`src/rtl/hlsrgb_pkg.sv`:
```
package hlsrgb_pkg;

  // Piece of the hue ramp that an angle falls into.
  typedef enum logic [1:0] {
    REG_RISE,
    REG_HIGH,
    REG_FALL,
    REG_LOW
  } region_t;

  // Load enables of the six pipeline stages.
  typedef struct packed {
    logic st1;
    logic st2;
    logic st3;
    logic st4;
    logic st5;
    logic st6;
  } stage_en_t;

endpackage

```
`src/rtl/hlsrgb_if.sv`:
```
interface hlsrgb_in_if #(
  parameter int FRACTION_BITS     = 16,
  parameter int HUE_FRACTION_BITS = 6
);
  localparam int QW = FRACTION_BITS + 1;
  localparam int HW = $clog2(360 << HUE_FRACTION_BITS);

  logic          valid;
  logic          ready;
  logic [HW-1:0] hue;
  logic [QW-1:0] lightness;
  logic [QW-1:0] saturation;

  modport source (output valid, hue, lightness, saturation, input ready);
  modport sink (input valid, hue, lightness, saturation, output ready);
endinterface

interface hlsrgb_out_if #(
  parameter int FRACTION_BITS = 16
);
  localparam int QW = FRACTION_BITS + 1;

  logic          valid;
  logic          ready;
  logic [QW-1:0] red;
  logic [QW-1:0] green;
  logic [QW-1:0] blue;

  modport source (output valid, red, green, blue, input ready);
  modport sink (input valid, red, green, blue, output ready);
endinterface

```
`src/rtl/hlsrgb_prep.sv`:
```
// Stages 1 and 2: input clamping, hue wrap, l*s product and channel angles.
module hlsrgb_prep #(
  parameter int FRACTION_BITS     = 16,
  parameter int HUE_FRACTION_BITS = 6,
  localparam int QW = FRACTION_BITS + 1,
  localparam int HW = $clog2(360 << HUE_FRACTION_BITS)
) (
  input  logic                  clk,
  input  hlsrgb_pkg::stage_en_t en,
  input  logic [HW-1:0]         hue,
  input  logic [QW-1:0]         lightness,
  input  logic [QW-1:0]         saturation,
  output logic [QW-1:0]         l,
  output logic [QW-1:0]         s,
  output logic [QW-1:0]         ls,
  output logic [2:0][HW-1:0]    ang
);

  localparam int TURN  = 360 << HUE_FRACTION_BITS;
  localparam int THIRD = 120 << HUE_FRACTION_BITS;
  localparam int ONE   = 1 << FRACTION_BITS;

  logic [HW-1:0]   h1;
  logic [QW-1:0]   l1;
  logic [QW-1:0]   s1;
  logic [2*QW-1:0] prod;
  logic [HW:0]     h_plus;

  // The input range is below two turns, so one subtraction wraps it.
  always_ff @(posedge clk) begin
    if (en.st1) begin
      h1 <= (hue >= HW'(TURN)) ? hue - HW'(TURN) : hue;
      l1 <= (lightness > QW'(ONE)) ? QW'(ONE) : lightness;
      s1 <= (saturation > QW'(ONE)) ? QW'(ONE) : saturation;
    end
  end

  assign prod   = l1 * s1;
  assign h_plus = {1'b0, h1} + (HW+1)'(THIRD);

  always_ff @(posedge clk) begin
    if (en.st2) begin
      l      <= l1;
      s      <= s1;
      ls     <= prod[FRACTION_BITS +: QW];
      ang[0] <= (h1 >= HW'(THIRD)) ? h1 - HW'(THIRD) : h1 + HW'(TURN - THIRD);
      ang[1] <= h1;
      ang[2] <= (h_plus >= (HW+1)'(TURN)) ? HW'(h_plus - (HW+1)'(TURN)) : HW'(h_plus);
    end
  end

endmodule

```
`src/rtl/hlsrgb_levels.sv`:
```
// Stage 3: the two ramp levels and, per channel, the ramp piece and its offset.
module hlsrgb_levels #(
  parameter int FRACTION_BITS     = 16,
  parameter int HUE_FRACTION_BITS = 6,
  localparam int QW = FRACTION_BITS + 1,
  localparam int HW = $clog2(360 << HUE_FRACTION_BITS),
  localparam int XW = $clog2((60 << HUE_FRACTION_BITS) + 1)
) (
  input  logic                          clk,
  input  hlsrgb_pkg::stage_en_t         en,
  input  logic [QW-1:0]                 l,
  input  logic [QW-1:0]                 s,
  input  logic [QW-1:0]                 ls,
  input  logic [2:0][HW-1:0]            ang,
  output logic [QW-1:0]                 lo,
  output logic [QW-1:0]                 hi,
  output logic [QW-1:0]                 span,
  output hlsrgb_pkg::region_t [2:0]     region,
  output logic [2:0][XW-1:0]            x
);

  localparam int ONE = 1 << FRACTION_BITS;
  localparam int SIX = 60 << HUE_FRACTION_BITS;

  logic                     half;
  logic [QW:0]              m2_raw;
  logic [QW-1:0]            m2;
  logic signed [QW+1:0]     m1_raw;
  logic [QW-1:0]            m1;
  logic [QW-1:0]            lo_next;
  logic [QW-1:0]            hi_next;
  hlsrgb_pkg::region_t [2:0] region_next;
  logic [2:0][XW-1:0]       x_next;
  logic [HW-1:0]            fall_off;

  always_comb begin
    half   = (l <= QW'(ONE >> 1));
    m2_raw = half ? ({1'b0, l} + {1'b0, ls}) : ({1'b0, l} + {1'b0, s} - {1'b0, ls});
    m2     = (m2_raw > (QW+1)'(ONE)) ? QW'(ONE) : m2_raw[QW-1:0];
    m1_raw = $signed({1'b0, l, 1'b0}) - $signed({2'b00, m2});
    if (m1_raw < 0) begin
      m1 = '0;
    end else if (m1_raw > (QW+2)'(ONE)) begin
      m1 = QW'(ONE);
    end else begin
      m1 = m1_raw[QW-1:0];
    end
    // With no saturation both levels sit at the lightness, so every
    // piece of the ramp gives grey.
    if (s == '0) begin
      lo_next = l;
      hi_next = l;
    end else begin
      lo_next = m1;
      hi_next = m2;
    end
  end

  always_comb begin
    fall_off = '0;
    for (int i = 0; i < 3; i++) begin
      fall_off = HW'(4 * SIX) - ang[i];
      if (ang[i] < HW'(SIX)) begin
        region_next[i] = hlsrgb_pkg::REG_RISE;
        x_next[i]      = ang[i][XW-1:0];
      end else if (ang[i] < HW'(3 * SIX)) begin
        region_next[i] = hlsrgb_pkg::REG_HIGH;
        x_next[i]      = '0;
      end else if (ang[i] < HW'(4 * SIX)) begin
        region_next[i] = hlsrgb_pkg::REG_FALL;
        x_next[i]      = fall_off[XW-1:0];
      end else begin
        region_next[i] = hlsrgb_pkg::REG_LOW;
        x_next[i]      = '0;
      end
    end
  end

  always_ff @(posedge clk) begin
    if (en.st3) begin
      lo     <= lo_next;
      hi     <= hi_next;
      span   <= hi_next - lo_next;
      region <= region_next;
      x      <= x_next;
    end
  end

endmodule

```
`src/rtl/hlsrgb_ramp.sv`:
```
// Stages 4 to 6 of one channel: span times offset, division by sixty
// degrees through a reciprocal product, then the final level select.
module hlsrgb_ramp #(
  parameter int FRACTION_BITS     = 16,
  parameter int HUE_FRACTION_BITS = 6,
  localparam int QW = FRACTION_BITS + 1,
  localparam int XW = $clog2((60 << HUE_FRACTION_BITS) + 1)
) (
  input  logic                  clk,
  input  hlsrgb_pkg::stage_en_t en,
  input  logic [QW-1:0]         lo,
  input  logic [QW-1:0]         hi,
  input  logic [QW-1:0]         span,
  input  hlsrgb_pkg::region_t   region,
  input  logic [XW-1:0]         x,
  output logic [QW-1:0]         value
);

  // Sixty degrees is fifteen times four times the hue unit: the power of
  // two is a shift, the fifteen a reciprocal multiply with one correction.
  localparam int PW    = QW + XW;
  localparam int NW    = PW - HUE_FRACTION_BITS - 2;
  localparam int MW    = NW - 3;
  localparam int SW    = ((QW > MW) ? QW : MW) + 1;
  localparam int ONE   = 1 << FRACTION_BITS;
  localparam int Odd   = 15;
  localparam logic [MW-1:0] RECIP = MW'((64'd1 << NW) / 64'd15);

  logic [PW-1:0]        p4;
  logic [QW-1:0]        lo4;
  logic [QW-1:0]        hi4;
  hlsrgb_pkg::region_t  rg4;
  logic [NW-1:0]        n;
  logic [NW+MW-1:0]     prod5;
  logic [NW-1:0]        n5;
  logic [QW-1:0]        lo5;
  logic [QW-1:0]        hi5;
  hlsrgb_pkg::region_t  rg5;
  logic [MW-1:0]        q0;
  logic [NW-1:0]        rem;
  logic [MW-1:0]        q;
  logic [SW-1:0]        sum;
  logic [QW-1:0]        sloped;
  logic [QW-1:0]        value_next;

  always_ff @(posedge clk) begin
    if (en.st4) begin
      p4  <= span * x;
      lo4 <= lo;
      hi4 <= hi;
      rg4 <= region;
    end
  end

  assign n = p4[PW-1:HUE_FRACTION_BITS+2];

  always_ff @(posedge clk) begin
    if (en.st5) begin
      prod5 <= n * RECIP;
      n5    <= n;
      lo5   <= lo4;
      hi5   <= hi4;
      rg5   <= rg4;
    end
  end

  always_comb begin
    q0  = prod5[NW+MW-1:NW];
    // The estimate is at most one short of the true quotient.
    rem = n5 - ((NW'(q0) << 4) - NW'(q0));
    q   = (rem >= NW'(Odd)) ? q0 + MW'(1) : q0;
    sum = SW'(lo5) + SW'(q);
    sloped = (sum > SW'(ONE)) ? QW'(ONE) : sum[QW-1:0];
    case (rg5)
      hlsrgb_pkg::REG_RISE,
      hlsrgb_pkg::REG_FALL: value_next = sloped;
      hlsrgb_pkg::REG_HIGH: value_next = hi5;
      default:              value_next = lo5;
    endcase
  end

  always_ff @(posedge clk) begin
    if (en.st6) begin
      value <= value_next;
    end
  end

endmodule

```
`src/rtl/hls_to_rgb_converter.sv`:
```
// Channel   Direction  Request payload                      Handshake
// pix_in    in         hue, lightness, saturation           valid / ready
// pix_out   out        red, green, blue                     valid / ready
//
// A color passes through six register stages, and a new request is taken
// every cycle while the output side keeps up. The depth is set by the chain
// of l*s product, level computation, span product and reciprocal divide.
// Reset clears only the stage valid bits; payload registers are not reset.
// A stage loads whenever it is empty or the stage after it moves, so a
// stall at the output backs up one stage at a time and nothing is dropped.
module hls_to_rgb_converter #(
  parameter int FRACTION_BITS     = 16,
  parameter int HUE_FRACTION_BITS = 6
) (
  input logic          clk,
  input logic          rst,
  hlsrgb_in_if.sink    pix_in,
  hlsrgb_out_if.source pix_out
);

  localparam int QW  = FRACTION_BITS + 1;
  localparam int HW  = $clog2(360 << HUE_FRACTION_BITS);
  localparam int XW  = $clog2((60 << HUE_FRACTION_BITS) + 1);
  localparam int ONE = 1 << FRACTION_BITS;

  hlsrgb_pkg::stage_en_t      en;
  logic [5:0]                 vld;

  logic [QW-1:0]              l;
  logic [QW-1:0]              s;
  logic [QW-1:0]              ls;
  logic [2:0][HW-1:0]         ang;
  logic [QW-1:0]              lvl_lo;
  logic [QW-1:0]              lvl_hi;
  logic [QW-1:0]              span;
  hlsrgb_pkg::region_t [2:0]  region;
  logic [2:0][XW-1:0]         x;

  // Each stage takes new data when it holds nothing or its contents move
  // on; the last stage moves when the consumer takes the result.
  always_comb begin
    en.st6 = !vld[5] || pix_out.ready;
    en.st5 = !vld[4] || en.st6;
    en.st4 = !vld[3] || en.st5;
    en.st3 = !vld[2] || en.st4;
    en.st2 = !vld[1] || en.st3;
    en.st1 = !vld[0] || en.st2;
  end

  assign pix_in.ready  = en.st1;
  assign pix_out.valid = vld[5];

  always_ff @(posedge clk) begin
    if (rst) begin
      vld <= '0;
    end else begin
      if (en.st1) vld[0] <= pix_in.valid;
      if (en.st2) vld[1] <= vld[0];
      if (en.st3) vld[2] <= vld[1];
      if (en.st4) vld[3] <= vld[2];
      if (en.st5) vld[4] <= vld[3];
      if (en.st6) vld[5] <= vld[4];
    end
  end

  // Stages 1 and 2: clamp the inputs, wrap the hue, form l*s and the
  // three channel angles (hue - 120, hue, hue + 120 degrees).
  hlsrgb_prep #(
    .FRACTION_BITS    (FRACTION_BITS),
    .HUE_FRACTION_BITS(HUE_FRACTION_BITS)
  ) u_prep (
    .clk       (clk),
    .en        (en),
    .hue       (pix_in.hue),
    .lightness (pix_in.lightness),
    .saturation(pix_in.saturation),
    .l         (l),
    .s         (s),
    .ls        (ls),
    .ang       (ang)
  );

  // Stage 3: low and high ramp levels, and where each angle sits on the ramp.
  hlsrgb_levels #(
    .FRACTION_BITS    (FRACTION_BITS),
    .HUE_FRACTION_BITS(HUE_FRACTION_BITS)
  ) u_levels (
    .clk   (clk),
    .en    (en),
    .l     (l),
    .s     (s),
    .ls    (ls),
    .ang   (ang),
    .lo    (lvl_lo),
    .hi    (lvl_hi),
    .span  (span),
    .region(region),
    .x     (x)
  );

  // Stages 4 to 6: one ramp evaluator per output channel.
  hlsrgb_ramp #(
    .FRACTION_BITS    (FRACTION_BITS),
    .HUE_FRACTION_BITS(HUE_FRACTION_BITS)
  ) u_ramp_red (
    .clk   (clk),
    .en    (en),
    .lo    (lvl_lo),
    .hi    (lvl_hi),
    .span  (span),
    .region(region[0]),
    .x     (x[0]),
    .value (pix_out.red)
  );

  hlsrgb_ramp #(
    .FRACTION_BITS    (FRACTION_BITS),
    .HUE_FRACTION_BITS(HUE_FRACTION_BITS)
  ) u_ramp_green (
    .clk   (clk),
    .en    (en),
    .lo    (lvl_lo),
    .hi    (lvl_hi),
    .span  (span),
    .region(region[1]),
    .x     (x[1]),
    .value (pix_out.green)
  );

  hlsrgb_ramp #(
    .FRACTION_BITS    (FRACTION_BITS),
    .HUE_FRACTION_BITS(HUE_FRACTION_BITS)
  ) u_ramp_blue (
    .clk   (clk),
    .en    (en),
    .lo    (lvl_lo),
    .hi    (lvl_hi),
    .span  (span),
    .region(region[2]),
    .x     (x[2]),
    .value (pix_out.blue)
  );

  // Requests are refused only when every stage holds a color.
  a_full_when_blocked: assert property (@(posedge clk) disable iff (rst)
    !pix_in.ready |-> (&vld))
    else $error("input blocked while the pipeline has an empty stage");

  // The low level never lies above the high level.
  a_level_order: assert property (@(posedge clk) disable iff (rst)
    vld[2] |-> (lvl_lo <= lvl_hi))
    else $error("ramp levels out of order");

  // Results stay within zero to one.
  a_out_range: assert property (@(posedge clk) disable iff (rst)
    pix_out.valid |-> (pix_out.red <= QW'(ONE)) && (pix_out.green <= QW'(ONE))
                      && (pix_out.blue <= QW'(ONE)))
    else $error("result above full scale");

  // A taken result with nothing behind it leaves the output empty.
  a_drain: assert property (@(posedge clk) disable iff (rst)
    (pix_out.valid && pix_out.ready && !vld[4]) |=> !pix_out.valid)
    else $error("result repeated after it was taken");

endmodule

```
`src/flat_wrapper.sv`:
```
// flat-port wrapper written by rule: the top's interface ports become plain ports
module hls_to_rgb_converter_flat 
#(
  parameter int FRACTION_BITS     = 16,
  parameter int HUE_FRACTION_BITS = 6
)
  (clk, rst, pix_in_valid, pix_in_hue, pix_in_lightness, pix_in_saturation, pix_in_ready, pix_out_valid, pix_out_red, pix_out_green, pix_out_blue, pix_out_ready);
  hlsrgb_in_if #(.FRACTION_BITS(FRACTION_BITS), .HUE_FRACTION_BITS(HUE_FRACTION_BITS)) pix_in_i ();
  hlsrgb_out_if #(.FRACTION_BITS(FRACTION_BITS)) pix_out_i ();
  input logic clk;
  input logic rst;
  input wire logic [$bits(pix_in_i.valid)-1:0] pix_in_valid;
  input wire logic [$bits(pix_in_i.hue)-1:0] pix_in_hue;
  input wire logic [$bits(pix_in_i.lightness)-1:0] pix_in_lightness;
  input wire logic [$bits(pix_in_i.saturation)-1:0] pix_in_saturation;
  output wire logic [$bits(pix_in_i.ready)-1:0] pix_in_ready;
  output wire logic [$bits(pix_out_i.valid)-1:0] pix_out_valid;
  output wire logic [$bits(pix_out_i.red)-1:0] pix_out_red;
  output wire logic [$bits(pix_out_i.green)-1:0] pix_out_green;
  output wire logic [$bits(pix_out_i.blue)-1:0] pix_out_blue;
  input wire logic [$bits(pix_out_i.ready)-1:0] pix_out_ready;
  assign pix_in_i.valid = pix_in_valid;
  assign pix_in_i.hue = pix_in_hue;
  assign pix_in_i.lightness = pix_in_lightness;
  assign pix_in_i.saturation = pix_in_saturation;
  assign pix_in_ready = pix_in_i.ready;
  assign pix_out_valid = pix_out_i.valid;
  assign pix_out_red = pix_out_i.red;
  assign pix_out_green = pix_out_i.green;
  assign pix_out_blue = pix_out_i.blue;
  assign pix_out_i.ready = pix_out_ready;
  hls_to_rgb_converter #(.FRACTION_BITS(FRACTION_BITS), .HUE_FRACTION_BITS(HUE_FRACTION_BITS)) u_core (.clk(clk), .rst(rst), .pix_in(pix_in_i), .pix_out(pix_out_i));
endmodule
```
`config.mk`:
```
export PLATFORM = sky130hd
export DESIGN_NAME = hls_to_rgb_converter_flat
export DESIGN_NICKNAME = d
export VERILOG_FILES = /design/src/rtl/hlsrgb_pkg.sv /design/src/rtl/hlsrgb_if.sv /design/src/rtl/hlsrgb_prep.sv /design/src/rtl/hlsrgb_levels.sv /design/src/rtl/hlsrgb_ramp.sv /design/src/rtl/hls_to_rgb_converter.sv /design/src/flat_wrapper.sv
export SDC_FILE = /design/constraint.sdc
export NUM_CORES = 2
export LEC_CHECK = 0
export ABC_AREA = 1
export ABC_CLOCK_PERIOD_IN_PS = 10300
export BUFFER_PORTS_ARGS = -buffer_cell sky130_fd_sc_hd__buf_4
export CAP_MARGIN = 20
export CORE_ASPECT_RATIO = 1.2
export CORE_MARGIN = 5
export CORE_UTILIZATION = 60
export CTS_CLUSTER_SIZE = 24
export DETAILED_ROUTE_END_ITERATION = 8
export PLACE_DENSITY_LB_ADDON = 0.12
export SLEW_MARGIN = 30
export SYNTH_ARGS = -nofsm -noshare
export SYNTH_HDL_FRONTEND = slang
export SYNTH_SLANG_ARGS = --single-unit
```
`constraint.sdc`:
```
create_clock -name clk -period 10.3 [get_ports clk]
set_input_delay 0.515 -clock clk [delete_from_list [all_inputs] [get_ports clk]]
set_output_delay 0.515 -clock clk [all_outputs]
set_load 0.1 [all_outputs]
```
==> flow_summary.json <==
{
  "synth_nets": 9734,
  "worstPathRequired_ns": 10.76,
  "slew_headroom": 0.285,
  "grt_usage": 0.283,
  "syn_area_um2": 69000,
  "synth_edf_count": 531,
  "cp_num_cells": 54,
  "fin_crit_ns": 8.20,
  "cts_setup_buffers": 0,
  "rsz0062_at_grt": "no",
  "ys_seq_area_frac": 0.233,
  "numCtsBuffers": 57,
  "slew_violations": 0,
  "ys_types": 53,
  "area_delta_synth_final_pct": 5.89,
  "drt_pass1_iterations": 6,
  "max_freq_mhz": 122,
  "drt_iter0_drc": 3345,
  "async_flop_share": 0,
  "fp.dieW_um": 320,
  "portBuffers": 105,
  "final_net_count": 9694,
  "clockBufferDepth": 3,
  "die_area_um2": 122000,
  "ys_top_cells_by_area": "fa_1 24%, edfxtp_1 23%, ha_1 15%, inv_1 11%, nand2_1 9.2%",
  "place_hpwl_um": 135000,
  "die_h_um": 381,
  "grt_max_degree": 79,
  "avgSynthCellArea_um2": 8.59,
  "final-hold-violation-count": 0,
  "start_util": 0.603,
  "crit_family": "simple AND/OR/NAND/NOR gates",
  "worst_pin_slew_ns": 1.07,
  "cts_sinks": 537,
  "hold_path_class": "in -> reg",
  "wl_per_cell_um": 17.8,
  "tns_ns": 0,
  "gp_congestion": 0.950,
  "rows": 136,
  "drcViolationCount": 0,
  "endpoint_kind": "flip-flop",
  "boundaryPins": 106,
  "core_area_um2": 114000,
  "critPathMaxStageDelay_ns": 0.50,
  "fin_hold_ws_ns": 0.0536,
  "vias": 52000,
  "r2r_slack_ns": 2.10,
  "yosysTopAreaCell": "fa_1",
  "crit_start": "u_core.u_prep.l[1]",
  "final_common_cell": "inv_1",
  "cts.repair.resized": 0,
  "cts_hold_buf": 3,
  "path_clk_slew_ns": 0.07,
  "outcome": "finished clean",
  "h-tree-depth": 2,
  "viasPerCell": 5.44,
  "cp_slowest_cell": "edfxtp_1",
  "cp_max_fo": 17,
  "cp_num_buf_inv": 5,
  "drive_gt1_frac": 0.0402,
  "cap_violations": 0,
  "grt_first_pass_wirelength_um": 278000,
  "root_buffer": "clkbuf_16",
  "antenna_left": 0,
  "cts_tree": "yes",
  "grt-ovfl-total": 0,
  "path_class": "reg -> reg",
  "finalCritPeriodShare": 0.796,
  "fill_cells": 9833,
  "grt_pass1_vias": 53200,
  "crit_arrival_ns": 8.67,
  "cp_common_cell": "nand2_1",
  "antenna_found_initial": 3,
  "ys_warn_count": 0,
  "layout_common_cells": "1977 x inv_1, 1686 x nand2_1, 842 x ha_1",
  "synth.ff_latch_count": 537,
  "r2r_cells": 54,
  "endpoint": "u_core.u_levels.span[16]",
  "synth_top_area_share": 0.235,
  "reg2reg_to": "u_core.u_levels.span[16]",
  "finalWirelength_um": 170000,
  "yosys_most_used_dff": "edfxtp_1",
  "r2r_start": "u_core.u_prep.l[1]",
  "syn_inst": 8028,
  "clock_latency_ns": 0.71,
  "clock_skew_ns": 0.0779,
  "start_kind": "flip-flop",
  "timing.final.setup_violations": 0
}
## flip-flops by register name, summed over array words and instances, names as in the netlist, 21 cells and up
| signal | flops |
|---|---|
| u_core.u_ramp_green.n5 | 21 |
| u_core.u_levels.x | 36 |
| u_core.u_prep.ang | 27 |
| u_core.u_ramp_red.p4 | 21 |
| u_core.u_ramp_red.n5 | 21 |
| u_core.u_ramp_blue.n5 | 21 |
| u_core.u_ramp_green.p4 | 21 |
| u_core.u_ramp_blue.p4 | 21 |
## Yosys cell counts (all sizes together), types with 13 or more instances
cell and number:
nand3 223, fa 811, nor2 306, a21oi 353
nand2 1715, xnor2 97, xor2 247, a21o 19
o21bai 51, a21boi 13, o21a 19, nor3 66
clkbuf 241, nand4 68, nand3b 16, a211oi 15
o22ai 75, edfxtp 531, or2 22, o21ai 197
inv 1989, ha 842, nor4 24
## metrics by stage
stage / util / std cells / area (um^2) / setup WS [ns]
6_report: 0.639 / 9558 / 73100 / 2.10
5_1_grt: 0.639 / 9554 / 73000 / 1.39
4_1_cts: 0.638 / 9548 / 73000 / 2.20
3_5_place_dp: 0.621 / 9438 / 71000 / 2.22
3_3_place_gp: 0.621 / 9438 / 71000 / 2.30
2_1_floorplan: - / 8028 / 69000 / 0.581
## kinds of logic after synthesis
| logic type | Yosys count | synth area share |
|---|---|---|
| flops | 537 | 0.233 |
| fa+ha+maj | 1653 | 0.388 |
| compound gates | 797 | 0.0657 |
| simple gates | 2456 | 0.147 |
| xor+xnor | 344 | 0.0437 |
| buf+inv | 2241 | 0.123 |
## worst min path at each step
stage	start	end	slack (ns)	depth (start not counted)
floorplan	u_core.u_prep.h1[0]	u_core.u_prep.ang[0]	0.40	0
global placement	u_core.u_prep.h1[8]	u_core.u_prep.ang[8]	0.40	0
detailed placement	u_core.u_ramp_green.rg4[1]	u_core.u_ramp_green.rg5[1]	0.40	0
CTS	pix_in_valid	u_core.vld[0]	0.009	3
global route	pix_in_valid	u_core.vld[0]	0.03	3
finish	pix_in_valid	u_core.vld[0]	0.05	3
## routing by layer
layer,vias to the layer above,share of wire,GRT usage
met4,0,0.030,0.0837
met3,287,0.059,0.0379
met2,1481,0.49,0.492
li1,24800,-,-
met1,25400,0.42,0.371
met5,-,0,0
## worst register-to-register path: cells and delay by family, from the launching register on
kind / cells / cell delay, ns
AND/OR/NAND/NOR: 35 / 3.63
buffers and inverters: 5 / 0.43
AO/OA/AOI/OAI: 10 / 1.78
adder cells (fa/ha/maj): 4 / 1.64
flip-flops: 1 / 0.50
## final cells by class
| type | instances | area [um^2] | share of cell area |
|---|---|---|---|
| Multi-Input combinational cell | 5250 | 44500 | 0.609 |
| Sequential cell | 537 | 16100 | 0.220 |
| Inverter | 1990 | 7480 | 0.102 |
| Tap cell | 1518 | 1900 | 0.0260 |
| Clock buffer | 62 | 1450 | 0.0198 |
| Timing Repair Buffer | 152 | 1190 | 0.0162 |
| Clock inverter | 45 | 495 | 0.00678 |
| Antenna cell | 4 | 10.0 | 0.000137 |
Power is left out: the tool's default activity adds up to more than one toggle a clock period on the data nets, which glitch-free logic cannot reach.
